**src/lrw_pkg.sv**
```systemverilog
// Shared types, codes and defaults for the lattice random walk step block.
// Used by lrw_decode, lattice_random_walk_step, walk_checker and testbench; depends on nothing else.
`default_nettype none

package lrw_pkg;

    // Default sizes for the top-level parameters.
    localparam int GRID_MAX_DEF      = 64;
    localparam int MAX_PARTICLES_DEF = 1024;

    // Fixed field widths of the stream items.
    localparam int IDX_W    = 10;
    localparam int CODE_W   = 3;
    localparam int POS_W    = 6;
    localparam int STATUS_W = 3;
    localparam int STEP_W   = 32;
    localparam int COUNT_W  = 11;
    localparam int GRID_W   = 7;
    localparam int PCOUNT_W = 11;

    localparam logic [COUNT_W-1:0] COUNT_MAX = 11'd2047;

    // Configuration register indexes and reset values.
    localparam int CFG_IDX_W  = 1;
    localparam int CFG_DATA_W = 11;
    localparam logic [CFG_IDX_W-1:0] CFG_GRID_SIZE      = 1'b0;
    localparam logic [CFG_IDX_W-1:0] CFG_PARTICLE_COUNT = 1'b1;
    localparam logic [GRID_W-1:0]    GRID_SIZE_RST      = 7'd64;
    localparam logic [PCOUNT_W-1:0]  PCOUNT_RST         = 11'd1024;

    // Request kinds.
    localparam logic REQ_PLACE = 1'b0;
    localparam logic REQ_MOVE  = 1'b1;

    // Move codes.
    localparam logic [CODE_W-1:0] MV_STAY  = 3'd0;
    localparam logic [CODE_W-1:0] MV_UP    = 3'd1;
    localparam logic [CODE_W-1:0] MV_RIGHT = 3'd2;
    localparam logic [CODE_W-1:0] MV_DOWN  = 3'd3;
    localparam logic [CODE_W-1:0] MV_LEFT  = 3'd4;

    // Result status codes.
    typedef logic [STATUS_W-1:0] t_status;
    localparam t_status ST_DONE     = 3'd0;
    localparam t_status ST_BORDER   = 3'd1;
    localparam t_status ST_BAD_IDX  = 3'd2;
    localparam t_status ST_BAD_CODE = 3'd3;
    localparam t_status ST_BAD_CELL = 3'd4;

    // What one request does to the stores.
    typedef struct packed {
        t_status status;
        logic    pos_we;    // write the particle's new position
        logic    cnt_dec;   // lower the count of the cell left behind
        logic    cnt_inc;   // raise the count of the cell entered
        logic    step_inc;  // count an accepted move step
    } t_ctrl;

endpackage

`default_nettype wire

```
**src/lrw_decode.sv**
```systemverilog
// Request decode for the lattice random walk: checks and next position.
// Depends on lrw_pkg; purely combinational.
`default_nettype none

module lrw_decode import lrw_pkg::*; #(
    parameter int GRID_MAX      = GRID_MAX_DEF,
    parameter int MAX_PARTICLES = MAX_PARTICLES_DEF,
    localparam int ROW_W        = $clog2(GRID_MAX)
) (
    input  wire logic                req_type,
    input  wire logic [IDX_W-1:0]    particle_index,
    input  wire logic [CODE_W-1:0]   move_code,
    input  wire logic [POS_W-1:0]    place_row,
    input  wire logic [POS_W-1:0]    place_col,
    input  wire logic [ROW_W-1:0]    cur_row,
    input  wire logic [ROW_W-1:0]    cur_col,
    input  wire logic [GRID_W-1:0]   grid_size,
    input  wire logic [PCOUNT_W-1:0] particle_count,
    output t_ctrl                    ctrl,
    output logic      [ROW_W-1:0]    new_row,
    output logic      [ROW_W-1:0]    new_col
);

    localparam int SIDE_W = $clog2(GRID_MAX + 1);

    logic [SIDE_W-1:0] side;
    logic              bad_idx;
    logic              blocked;
    logic [ROW_W-1:0]  mv_row;
    logic [ROW_W-1:0]  mv_col;

    always_comb begin
        if (grid_size == '0) begin
            side = SIDE_W'(1);
        end else if (32'(grid_size) > GRID_MAX) begin
            side = SIDE_W'(GRID_MAX);
        end else begin
            side = SIDE_W'(grid_size);
        end
    end

    assign bad_idx = (32'(particle_index) >= 32'(particle_count)) ||
                     (32'(particle_index) >= MAX_PARTICLES);

    always_comb begin
        blocked = 1'b0;
        mv_row  = cur_row;
        mv_col  = cur_col;
        case (move_code)
            MV_UP: begin
                if (cur_row == '0) blocked = 1'b1;
                else mv_row = cur_row - ROW_W'(1);
            end
            MV_RIGHT: begin
                if (32'(cur_col) + 1 >= 32'(side)) blocked = 1'b1;
                else mv_col = cur_col + ROW_W'(1);
            end
            MV_DOWN: begin
                if (32'(cur_row) + 1 >= 32'(side)) blocked = 1'b1;
                else mv_row = cur_row + ROW_W'(1);
            end
            MV_LEFT: begin
                if (cur_col == '0) blocked = 1'b1;
                else mv_col = cur_col - ROW_W'(1);
            end
            default: begin
                blocked = 1'b0;
            end
        endcase
    end

    always_comb begin
        ctrl    = '0;
        new_row = cur_row;
        new_col = cur_col;
        if (bad_idx) begin
            ctrl.status = ST_BAD_IDX;
            new_row     = '0;
            new_col     = '0;
        end else if (req_type == REQ_PLACE) begin
            if (32'(place_row) >= 32'(side) || 32'(place_col) >= 32'(side)) begin
                ctrl.status = ST_BAD_CELL;
            end else begin
                // A re-placed particle leaves its old cell count as it was.
                ctrl.status  = ST_DONE;
                ctrl.pos_we  = 1'b1;
                ctrl.cnt_inc = 1'b1;
                new_row      = ROW_W'(place_row);
                new_col      = ROW_W'(place_col);
            end
        end else if (move_code > MV_LEFT) begin
            ctrl.status = ST_BAD_CODE;
        end else if (32'(cur_row) >= 32'(side) || 32'(cur_col) >= 32'(side)) begin
            ctrl.status = ST_BAD_CELL;
        end else if (blocked) begin
            ctrl.status = ST_BORDER;
        end else begin
            ctrl.status   = ST_DONE;
            ctrl.step_inc = 1'b1;
            if (move_code != MV_STAY) begin
                ctrl.pos_we  = 1'b1;
                ctrl.cnt_dec = 1'b1;
                ctrl.cnt_inc = 1'b1;
                new_row      = mv_row;
                new_col      = mv_col;
            end
        end
    end

endmodule

`default_nettype wire

```
**config.mk**
```make
export PLATFORM = sky130hd
export DESIGN_NAME = lrw_decode
export DESIGN_NICKNAME = d
export VERILOG_FILES = /design/src/lrw_pkg.sv /design/src/lrw_decode.sv
export SDC_FILE = /design/constraint.sdc
export NUM_CORES = 1
export LEC_CHECK = 0
export BUFFER_PORTS_ARGS = -buffer_cell sky130_fd_sc_hd__buf_2
export CAP_MARGIN = 20
export CORE_MARGIN = 2
export CORE_UTILIZATION = 59
export DETAILED_ROUTE_END_ITERATION = 8
export GPL_TIMING_DRIVEN = 0
export PLACE_DENSITY = 0.91
export SLEW_MARGIN = 20
export SYNTH_ARGS = -nofsm -noshare
export SYNTH_HDL_FRONTEND = slang
export SYNTH_SLANG_ARGS = --single-unit
```
**constraint.sdc**
```tcl
create_clock -name vclk -period 6.6
set_clock_uncertainty 0.1 [all_clocks]
set_input_delay 0.66 -clock vclk [all_inputs]
set_output_delay 0.66 -clock vclk [all_outputs]
set_load 0.02 [all_outputs]
```
# Word level (Yosys, flattened, before mapping)
# Cells that the tools add are included.
[word_totals]
regBits = 0
wordCells = 67
[classes]
addsub = 6
n_lt_le_gt_ge = 9
n_eq_ne = 4
mux = 42
n_reduce_logical = 6
[op_table]
columns = ["op", "n"]
rows = [
  ["6-bit 2-to-1 mux", 18],
  ["6-bit by 7-bit >= comparator with 1-bit output", 4],
  ["6-bit one-hot mux with 2 select lines", 2],
  ["4-bit 2-to-1 mux", 5],
  ["3-bit 2-to-1 mux", 5],
  ["6-bit by 1-bit adder with 7-bit output, second input constant", 2],
  ["7-bit >= comparator", 2],
  ["7-bit 2-to-1 mux", 2],
  ["6-bit by 1-bit adder with 6-bit output, second input constant", 2],
  ["6-bit logical NOT", 2],
  ["6-bit by 1-bit subtractor with 6-bit output, second input constant", 2],
  ["10-bit by 11-bit >= comparator with 1-bit output", 1],
  ["1-bit 2-to-1 mux", 9],
  ["7-bit > comparator, second input constant", 1],
  ["7-bit logical NOT", 1],
  ["3-bit by 2-bit == test with 1-bit output, second input constant", 2],
  ["1-bit one-hot mux with 4 select lines", 1],
  ["3-bit by 1-bit == test with 1-bit output, second input constant", 1],
  ["3-bit == test, second input constant", 1],
  ["3-bit > comparator, second input constant", 1],
  ["3-bit nonzero test", 1],
  ["1-bit logical OR", 2],
]

# Logic depth before layout (Yosys ltp)
# Gate-level depths: netlist (run 1).
[logic_depth]
word_depth = 12
ltp_mapped = 13
mapped_depth_nobuf = 11

# Worst setup path after synthesis (run 1)
# OpenSTA, ideal clock, no wires.
[synth_path]
path_type = "input to output"
start = "input cur_col[3]"
end = "output ctrl[3] in the netlist's numbering"
arrival_ps = 3486
path_slack_ps = 2354
stages = 12
path_buffers = 2
path_cell_list = "clkbuf_1 nand3_1 xnor2_1 ha_1 a211oi_1 nor2_1 a211oi_1 o22ai_1 nand2b_1 nand4_1 o32ai_1 buf_4"
[synth_rtl]
columns = ["item", "line", "rtl"]
rows = [
  ["start, declared", "lrw_decode.sv:16", "input wire logic [ROW_W-1:0] cur_col,"],
  ["end, declared", "lrw_decode.sv:19", "output t_ctrl ctrl,"],
]

# Worst setup path after layout (run 1)
[layout_path]
start = "input grid_size[2]"
end = "output new_row[3]"
[layout_between]
elab_chain_len = 12
word_cells_on_any_way = 24
[layout_rtl]
columns = ["item", "line", "rtl"]
rows = [
  ["start, declared", "lrw_decode.sv:17", "input wire logic [GRID_W-1:0] grid_size,"],
  ["7-bit > comparator", "lrw_decode.sv:35", "end else if (32'(grid_size) > GRID_MAX) begin"],
  ["7-bit 2-to-1 mux", "lrw_decode.sv:35", ""],
  ["7-bit 2-to-1 mux *", "lrw_decode.sv:33", "if (grid_size == '0) begin"],
  ["7-bit >= comparator", "lrw_decode.sv:59", "if (32'(cur_row) + 1 >= 32'(side)) blocked = 1'b1;"],
  ["6-bit 2-to-1 mux", "lrw_decode.sv:59", ""],
  ["6-bit one-hot mux with 2 select lines", "lrw_decode.sv:49", "case (move_code)"],
  ["6-bit 2-to-1 mux", "lrw_decode.sv:100", "if (move_code != MV_STAY) begin"],
  ["6-bit 2-to-1 mux", "lrw_decode.sv:95", "end else if (blocked) begin"],
  ["6-bit 2-to-1 mux", "lrw_decode.sv:93", "end else if (32'(cur_row) >= 32'(side) || 32'(cur_col) >= 32'(side)) begin"],
  ["6-bit 2-to-1 mux", "lrw_decode.sv:91", "end else if (move_code > MV_LEFT) begin"],
  ["6-bit 2-to-1 mux *", "lrw_decode.sv:80", "end else if (req_type == REQ_PLACE) begin"],
  ["6-bit 2-to-1 mux *", "lrw_decode.sv:76", "if (bad_idx) begin"],
  ["end, declared", "lrw_decode.sv:20", "output logic [ROW_W-1:0] new_row,"],
]
# Every way passes the cells marked *; elsewhere a longest branch is shown, timed or not.

==> results of run 1 <==
==> power breakdown <==
part | leakage, nW | total, mW | switching [mW] | internal (mW)
Sequential | 0 | 0 | 0 | 0
Clock | 0 | 0 | 0 | 0
Combinational | 1.35 | 0.228 | 0.134 | 0.0937
Total | 1.35 | 0.228 | 0.134 | 0.0937
==> per-layer routing <==
layer | vias to the layer above | share of wire (%) | GRT usage [%]
met1 | 1319 | 42 | 42.5
met2 | 202 | 44 | 54.4
met5 | - | 0 | 0
li1 | 1392 | - | -
met4 | 0 | 3.2 | 9.18
met3 | 30 | 11 | 2.67
==> critical path, delay by kind of cell <==
family                     cells  cell delay (ns)
adders and majority gates      1             0.36
AOI/OAI and AO/OA              5             1.33
and+or+nand+nor                4             1.36
buffers and inverters          2             0.29
==> how the worst min path moves through the flow <==
stage / from / to / slack, ns / depth (start not counted)
global route: place_row[2] / new_row[2] / 1.68 / 4
global placement: place_row[2] / new_row[2] / 1.64 / 4
floorplan: cur_col[0] / new_col[0] / 1.41 / 2
finish: place_row[2] / new_row[2] / 1.66 / 4
CTS: place_row[2] / new_row[2] / 1.65 / 4
detailed placement: place_row[2] / new_row[2] / 1.65 / 4
==> stage by stage <==
stage	setup WS [ns]	utilization [%]	power (mW)
global placement	2.03	71.2	0.216
detailed placement	1.96	71.2	0.223
finish	1.84	71.2	0.228
CTS	1.96	71.2	0.224
floorplan	2.35	-	0.154
global route	1.73	71.2	0.250
==> layout make-up <==
type	instances	area [sq um]	area share [%]
multi-input cells	285	2170	77.3
repair buffers	73	365	13.0
plain buffers	16	119	4.23
inverters	24	90.1	3.21
well taps	50	62.6	2.23
==> cell families after synthesis <==
kind of cell / Yosys count
AOI/OAI and AO/OA: 105
xor gates and xnor gates: 8
adders and majority gates: 54
and+or+nand+nor: 115
buffers and inverters: 40
muxes: 3
==> cell usage in the layout, fill, tap and decap left out, types with 4 or more instances in the layout <==
cell       n
buf_2     77
ha_1      54
nand2_1   26
nor2_1    25
inv_1     23
a21oi_1   21
o21ai_0   16
nand3_1   15
nor3_1    14
a31oi_1    7
a211oi_1   6
o22ai_1    6
xnor2_1    5
o211ai_1   5
nand2b_1   5
clkbuf_1   4
nor2b_1    4
a21o_1     4
==> impl_metrics.tcl, run 1 <==
set metrics [dict create \
    status "complete, no violations" \
    cts_resized 0 \
    synth_cell_type_count 74 \
    area_growth_pct 18.0 \
    synth_compound_area_share_pct 32.9 \
    hold_viol_final 0 \
    placed_cells 448 \
    drive_gt1_share_pct 27.4 \
    grt_pass1_vias 2566 \
    synth-warning-count 0 \
    drt-wirelength-per-cell_um 16.0 \
    fillCellCount 328 \
    cpPeakStageDelay_ns 0.60 \
    seq_cell_count 0 \
    vias_per_cell 6.57 \
    start_kind "input port" \
    place_area_sq_um 2810 \
    rsz0062_at_grt "no" \
    yosysTopAreaCellShare_pct 28.4 \
    path_cells "buf_2, nor3_1, a21oi_1, nor2_1, ha_1, a21bo_2, a221oi_1, nor3_1, o22a_1, or4b_1, a31oi_1, buf_2" \
    critPathLaunch "grid_size[2]" \
    tns_ns 0 \
    grt_pass1_wl_um 11500 \
    portBuffers 73 \
    synth_xor_area_share_pct 2.94 \
    worstSetupEndpoint "new_row[3]" \
    synth_top_cell_by_area "ha_1" \
    vias 2943 \
    synth_mux_area_share_pct 1.26 \
    clkbuf_count 0 \
    nets 510 \
    grt_usage_pct 31.9 \
    synth_fa_ha_area_share_pct 28.4 \
    place_congestion 0.987 \
    maxSlewHeadroom_pct 54.0 \
    rows 23 \
    synth_top_family_by_area "compound AO/OA/AOI/OAI gates" \
    setup_viol 0 \
    avgSynthCellArea_sq_um 7.32 \
    hold_buffers 0 \
    seq_area_sq_um 0 \
    crit_type "in2out" \
    firstDrtPassIters 5 \
    worstPathArrival_ns 4.00 \
    remaining_drc_errors 0 \
    synth.top_cells.by_area "ha_1, a21oi_1, nand2_1" \
    critPathMaxFanout 6 \
    min_period_ns 4.76 \
    drt-total-wl_um 7180 \
    dieArea_sq_um 4560 \
    diodes 0 \
    cp_data_required_time_ns 5.84 \
    grt_max_degree 11 \
    min-delay-path-class "in2out" \
    pin_count 75 \
    maxSlewViolCount 0 \
    worst_slew_pin_slew_ns 0.689 \
    drv_cap 0 \
    end_kind "primary output" \
    synth-simple-area-share_pct 25.7 \
    dr.first_iter.drc_count 353 \
    instances_no_fill 448 \
    ys_seq_area_share_pct 0 \
    yosysMostFrequentCell "ha_1" \
    stdcell_area_sq_um 2810 \
    antenna_left 0 \
    synth_fp_nets 435 \
    synthCells 325 \
    synthTopCellsByCount "ha_1, nand2_1, nor2_1" \
    antenna_found_initial 0 \
    fin_hold_ws_ns 1.66 \
    grt_overflow 0 \
    fp.dieH_um 67.5 \
    fmax_mhz 210 \
    vdd_drop_max_v 0.0000375 \
    dp_hpwl_um 5890 \
    fp.dieW_um 67.5 \
    core_area_sq_um 3940 \
    initial_core_util_pct 60.4 \
    post_cts_buffers 0 \
    critPathSlowestCell "a221oi_1" \
    p_per_area_nw_per_um2 81.1 \
    period_share_pct 72.2 \
    cellLeakagePower_nw 1.35 \
    syn-cell-area_sq_um 2380 \
]
Power figures use the tool's default switching activity.
==> inputs of run 2 (changes only) <==
--- a/config.mk
+++ b/config.mk
@@ -8,10 +8,10 @@
 export BUFFER_PORTS_ARGS = -buffer_cell sky130_fd_sc_hd__buf_2
 export CAP_MARGIN = 20
 export CORE_MARGIN = 2
-export CORE_UTILIZATION = 59
+export CORE_UTILIZATION = 55
 export DETAILED_ROUTE_END_ITERATION = 8
 export GPL_TIMING_DRIVEN = 0
-export PLACE_DENSITY = 0.91
+export PLACE_DENSITY = 0.85
 export SLEW_MARGIN = 20
 export SYNTH_ARGS = -nofsm -noshare
 export SYNTH_HDL_FRONTEND = slang
==> constraint.sdc (replaced) <==
create_clock -name vclk -period 4.5
set_clock_uncertainty 0.1 [all_clocks]
set_input_delay 0.45 -clock vclk [all_inputs]
set_output_delay 0.45 -clock vclk [all_outputs]
set_load 0.02 [all_outputs]
==> impl_metrics.tcl, run 2 (synthesis results as in run 1) <==
set metrics [dict create \
    cpPeakStageDelay_ns 0.63 \
    setup_viol 0 \
    grt_overflow 0 \
    vias_per_cell 6.49 \
    antenna_found_initial 0 \
    grt_usage_pct 29.0 \
    dp_hpwl_um 5780 \
    end_kind "primary output" \
    rsz0062_at_grt "no" \
    min_period_ns 4.22 \
    dieArea_sq_um 4870 \
    area_growth_pct 18.1 \
    grt_pass1_wl_um 12000 \
    vias 2908 \
    tns_ns 0 \
    final_common_cell "buf_2" \
    fp.dieW_um 69.8 \
    maxSlewHeadroom_pct 60.1 \
    fmax_mhz 237 \
    crit_type "in2out" \
    dr.first_iter.drc_count 400 \
    period_share_pct 93.8 \
    drt-wirelength-per-cell_um 16.1 \
    whs_path_depth 4 \
    drv_cap 0 \
    hold_viol_final 0 \
    remaining_drc_errors 0 \
    worst_slew_pin_slew_ns 0.599 \
    setup_slack_ns 0.278 \
    diodes 0 \
    p_per_area_nw_per_um2 119 \
    maxSlewViolCount 0 \
    layout_common_cells "buf_2, ha_1, nand2_1" \
    grt_max_degree 11 \
    min-delay-path-class "in2out" \
    fillCellCount 359 \
    fp.dieH_um 69.8 \
    drt-total-wl_um 7190 \
    place_congestion 0.954 \
    hp-start "place_row[2]" \
    placed_cells 448 \
    path_cells "buf_2, nor3_1, a21oi_1, nor2_2, ha_1, nand2b_1, a31oi_1, o21ai_1, a2111oi_4, nor2_1, o32a_2, a21oi_1, buf_2" \
    drive_gt1_share_pct 27.6 \
    core_area_sq_um 4090 \
    start_kind "input port" \
    seq_area_sq_um 0 \
    nets 510 \
    fin_hold_ws_ns 1.21 \
    hold_end "new_row[2]" \
    critPathSlowestCell "a2111oi_4" \
    path_buf_inv 2 \
    stdcell_area_sq_um 2810 \
    instances_no_fill 448 \
    grt_pass1_vias 2626 \
    rows 23 \
    status "complete, no violations" \
    seq_cell_count 0 \
    cpLargestDelayFamily "compound AO/OA/AOI/OAI gates" \
    cp.depth 13 \
    clkbuf_count 0 \
    portBuffers 73 \
    vdd_drop_max_v 0.0000619 \
    firstDrtPassIters 6 \
    final_core_util_pct 68.8 \
    pre_cts_ws_ns 0.177 \
    cp_data_required_time_ns 3.95 \
    critPathMaxFanout 8 \
    place_area_sq_um 2810 \
    pin_count 75 \
    cellLeakagePower_nw 1.35 \
    antenna_left 0 \
    p_total_mw 0.334 \
    initial_core_util_pct 58.2 \
    worstPathArrival_ns 3.67 \
]
==> run 2: report_power, final <==
group | switching [mW] | total (mW) | internal (mW)
Clock | 0 | 0 | 0
Sequential | 0 | 0 | 0
Combinational | 0.197 | 0.334 | 0.137
==> run 2: worst max-delay path by stage <==
stage	startpoint	to	slack, ns
floorplan	cur_col[3]	ctrl[3]	0.67
global placement	grid_size[2]	new_col[0]	0.21
detailed placement	grid_size[2]	new_row[0]	0.18
CTS	grid_size[2]	new_row[0]	0.16
global route	grid_size[2]	new_row[0]	0.06
finish	grid_size[2]	new_row[0]	0.28
==> run 2: layout make-up <==
cell class	instances	area, sq um	share of cell area [%]
Inverter	24	90.1	3.21
Timing Repair Buffer	73	365	13.0
Multi-Input combinational cell	285	2170	77.3
Buffer	16	119	4.23
Tap cell	50	62.6	2.23
==> run 2: repair_timing <==
action / 4_1_cts / 5_1_grt
buffers inserted: 0 / 0
setup endpoints to repair: 0 / 11
endpoints found under the hold margin: 0 / 0
hold buffers: 0 / 0
resized for setup: 0 / 1
==> run 2: tightest hold or removal path, stage by stage <==
cell and delay, ns:
buf_2 0.11, nand3_1 0.07, a31oi_1 0.07, buf_2 0.16
==> run 2: layer usage <==
| metal | part of all wire (%) | GRT usage (%) | up-vias |
|---|---|---|---|
| met5 | 0 | 0 | - |
| met4 | 2.0 | 7.91 | 0 |
| met3 | 9.3 | 1.89 | 22 |
| met2 | 46 | 49.6 | 208 |
| met1 | 42 | 39.1 | 1297 |
| li1 | - | - | 1381 |
==> inputs of run 3 (changes only) <==
--- a/config.mk
+++ b/config.mk
@@ -12,6 +12,7 @@
 export DETAILED_ROUTE_END_ITERATION = 8
 export GPL_TIMING_DRIVEN = 0
 export PLACE_DENSITY = 0.85
+export RECOVER_POWER = 50
 export SLEW_MARGIN = 20
 export SYNTH_ARGS = -nofsm -noshare
 export SYNTH_HDL_FRONTEND = slang
==> constraint.sdc (replaced) <==
create_clock -name vclk -period 4.5
set_clock_uncertainty 0.1 [all_clocks]
set_input_delay 0.45 -clock vclk [all_inputs]
set_output_delay 0.45 -clock vclk [all_outputs]
set_load 0.05 [all_outputs]
==> impl_metrics.tcl, run 3 (synthesis results as in run 1) <==
set metrics [dict create \
    status "complete, no violations" \
    min_period_ns 4.27 \
    hold_buffers 0 \
    seq_area_sq_um 0 \
    maxSlewHeadroom_pct 53.1 \
    seq_cell_count 0 \
    dr.first_iter.drc_count 310 \
    switchingPower_mw 0.249 \
    end_kind "primary output" \
    cts_resized 0 \
    drive_gt1_share_pct 27.0 \
    place_area_sq_um 2820 \
    worstPathArrival_ns 3.72 \
    pwr-share-comb_pct 100.0 \
    layout_common_cells "buf_2, ha_1, nand2_1" \
    drt-wirelength-per-cell_um 16.5 \
    grt_pass1_vias 2670 \
    swShare_pct 64.4 \
    final_core_util_pct 68.9 \
    setup_viol 0 \
    worst_slew_pin_slew_ns 0.703 \
    placed_cells 448 \
    fp.dieW_um 69.8 \
    p_per_area_nw_per_um2 137 \
    critPathSlowestCell "a2111oi_4" \
    stdcell_area_sq_um 2810 \
    rows 23 \
    pre_cts_ws_ns 0.0955 \
    firstDrtPassIters 5 \
    vias 2844 \
    path_cells "buf_2, clkinv_1, nand2_1, ha_1, a21o_1, a31oi_1, o21ai_1, a2111oi_4, or2_2, buf_6, a21oi_1, o22ai_1, clkbuf_1" \
    drt-total-wl_um 7380 \
    critPathMaxFanout 9 \
    post_cts_buffers 0 \
    remaining_drc_errors 0 \
    pin_count 75 \
    fmax_mhz 234 \
    cp_data_required_time_ns 3.95 \
    cellLeakagePower_nw 1.34 \
    rsz0062_at_grt "no" \
    grt_pass1_wl_um 11900 \
    diodes 0 \
    dp_hpwl_um 5950 \
    hp-start "place_row[2]" \
    p_int_mw 0.137 \
    p_total_mw 0.386 \
    dieArea_sq_um 4870 \
    initial_core_util_pct 58.2 \
    start_kind "input port" \
    final_common_cell "buf_2" \
    vias_per_cell 6.36 \
    drv_cap 0 \
    whs_path_depth 4 \
    grt_max_degree 11 \
    antenna_left 0 \
    min-delay-path-class "in2out" \
    portBuffers 73 \
    crit_type "in2out" \
    tns_ns 0 \
    setup_slack_ns 0.228 \
    antenna_found_initial 0 \
    core_area_sq_um 4090 \
    grt_overflow 0 \
    fin_hold_ws_ns 1.27 \
    maxSlewViolCount 0 \
    cpPeakStageDelay_ns 0.58 \
    clkbuf_count 0 \
    fillCellCount 371 \
    place_congestion 0.966 \
    pwr-share-seq_pct 0 \
    period_share_pct 94.9 \
    instances_no_fill 447 \
    hold_viol_final 0 \
    grt_usage_pct 28.8 \
    clock_power_share_pct 0 \
    vdd_drop_max_v 0.0000518 \
    area_growth_pct 18.2 \
    hold_end "new_row[2]" \
    fp.dieH_um 69.8 \
    nets 509 \
]
## run 3: worst max-delay path, delay by kind of cell
family / cells / cell delay [ns]
AOI/OAI and AO/OA: 6 / 1.40
buffers and inverters: 4 / 0.94
and+or+nand+nor: 2 / 0.60
adders and majority gates: 1 / 0.33
## run 3: how the worst max path moves through the flow
| stage | from | to | slack [ns] | depth (start not counted) |
|---|---|---|---|---|
| detailed placement | grid_size[2] | new_col[0] | 0.1 | 13 |
| global placement | grid_size[2] | new_col[0] | 0.14 | 13 |
| CTS | grid_size[2] | new_col[0] | 0.08 | 13 |
| floorplan | cur_row[2] | new_row[3] | 0.37 | 12 |
| finish | grid_size[6] | new_row[1] | 0.23 | 13 |
| global route | cur_col[0] | new_col[4] | 0.04 | 14 |
## run 3: layout make-up
class / count / area, sq um / share of cell area [%]
tap: 50 / 62.6 / 2.22
timing repair buffer: 73 / 360 / 12.8
multi-input combinational: 285 / 2190 / 77.7
inverter: 24 / 90.1 / 3.20
buffer: 15 / 115 / 4.09
## run 3: per-layer routing
metal / track usage (%) / up-vias / part of all wire (%) / routed length, um
li1: - / 1382 / - / -
met5: 0 / - / 0 / 0
met2: 52.7 / 170 / 47 / 3500
met1: 37.3 / 1278 / 43 / 3170
met3: 1.16 / 14 / 8.0 / 591
met4: 5.77 / 0 / 1.5 / 114
## run 3: power groups by stage
stage	registers (mW)	logic, mW	clock network [mW]
2_1_floorplan	0	0.277	0
3_3_place_gp	0	0.369	0
3_5_place_dp	0	0.380	0
4_1_cts	0	0.381	0
5_1_grt	0	0.418	0
6_report	0	0.386	0
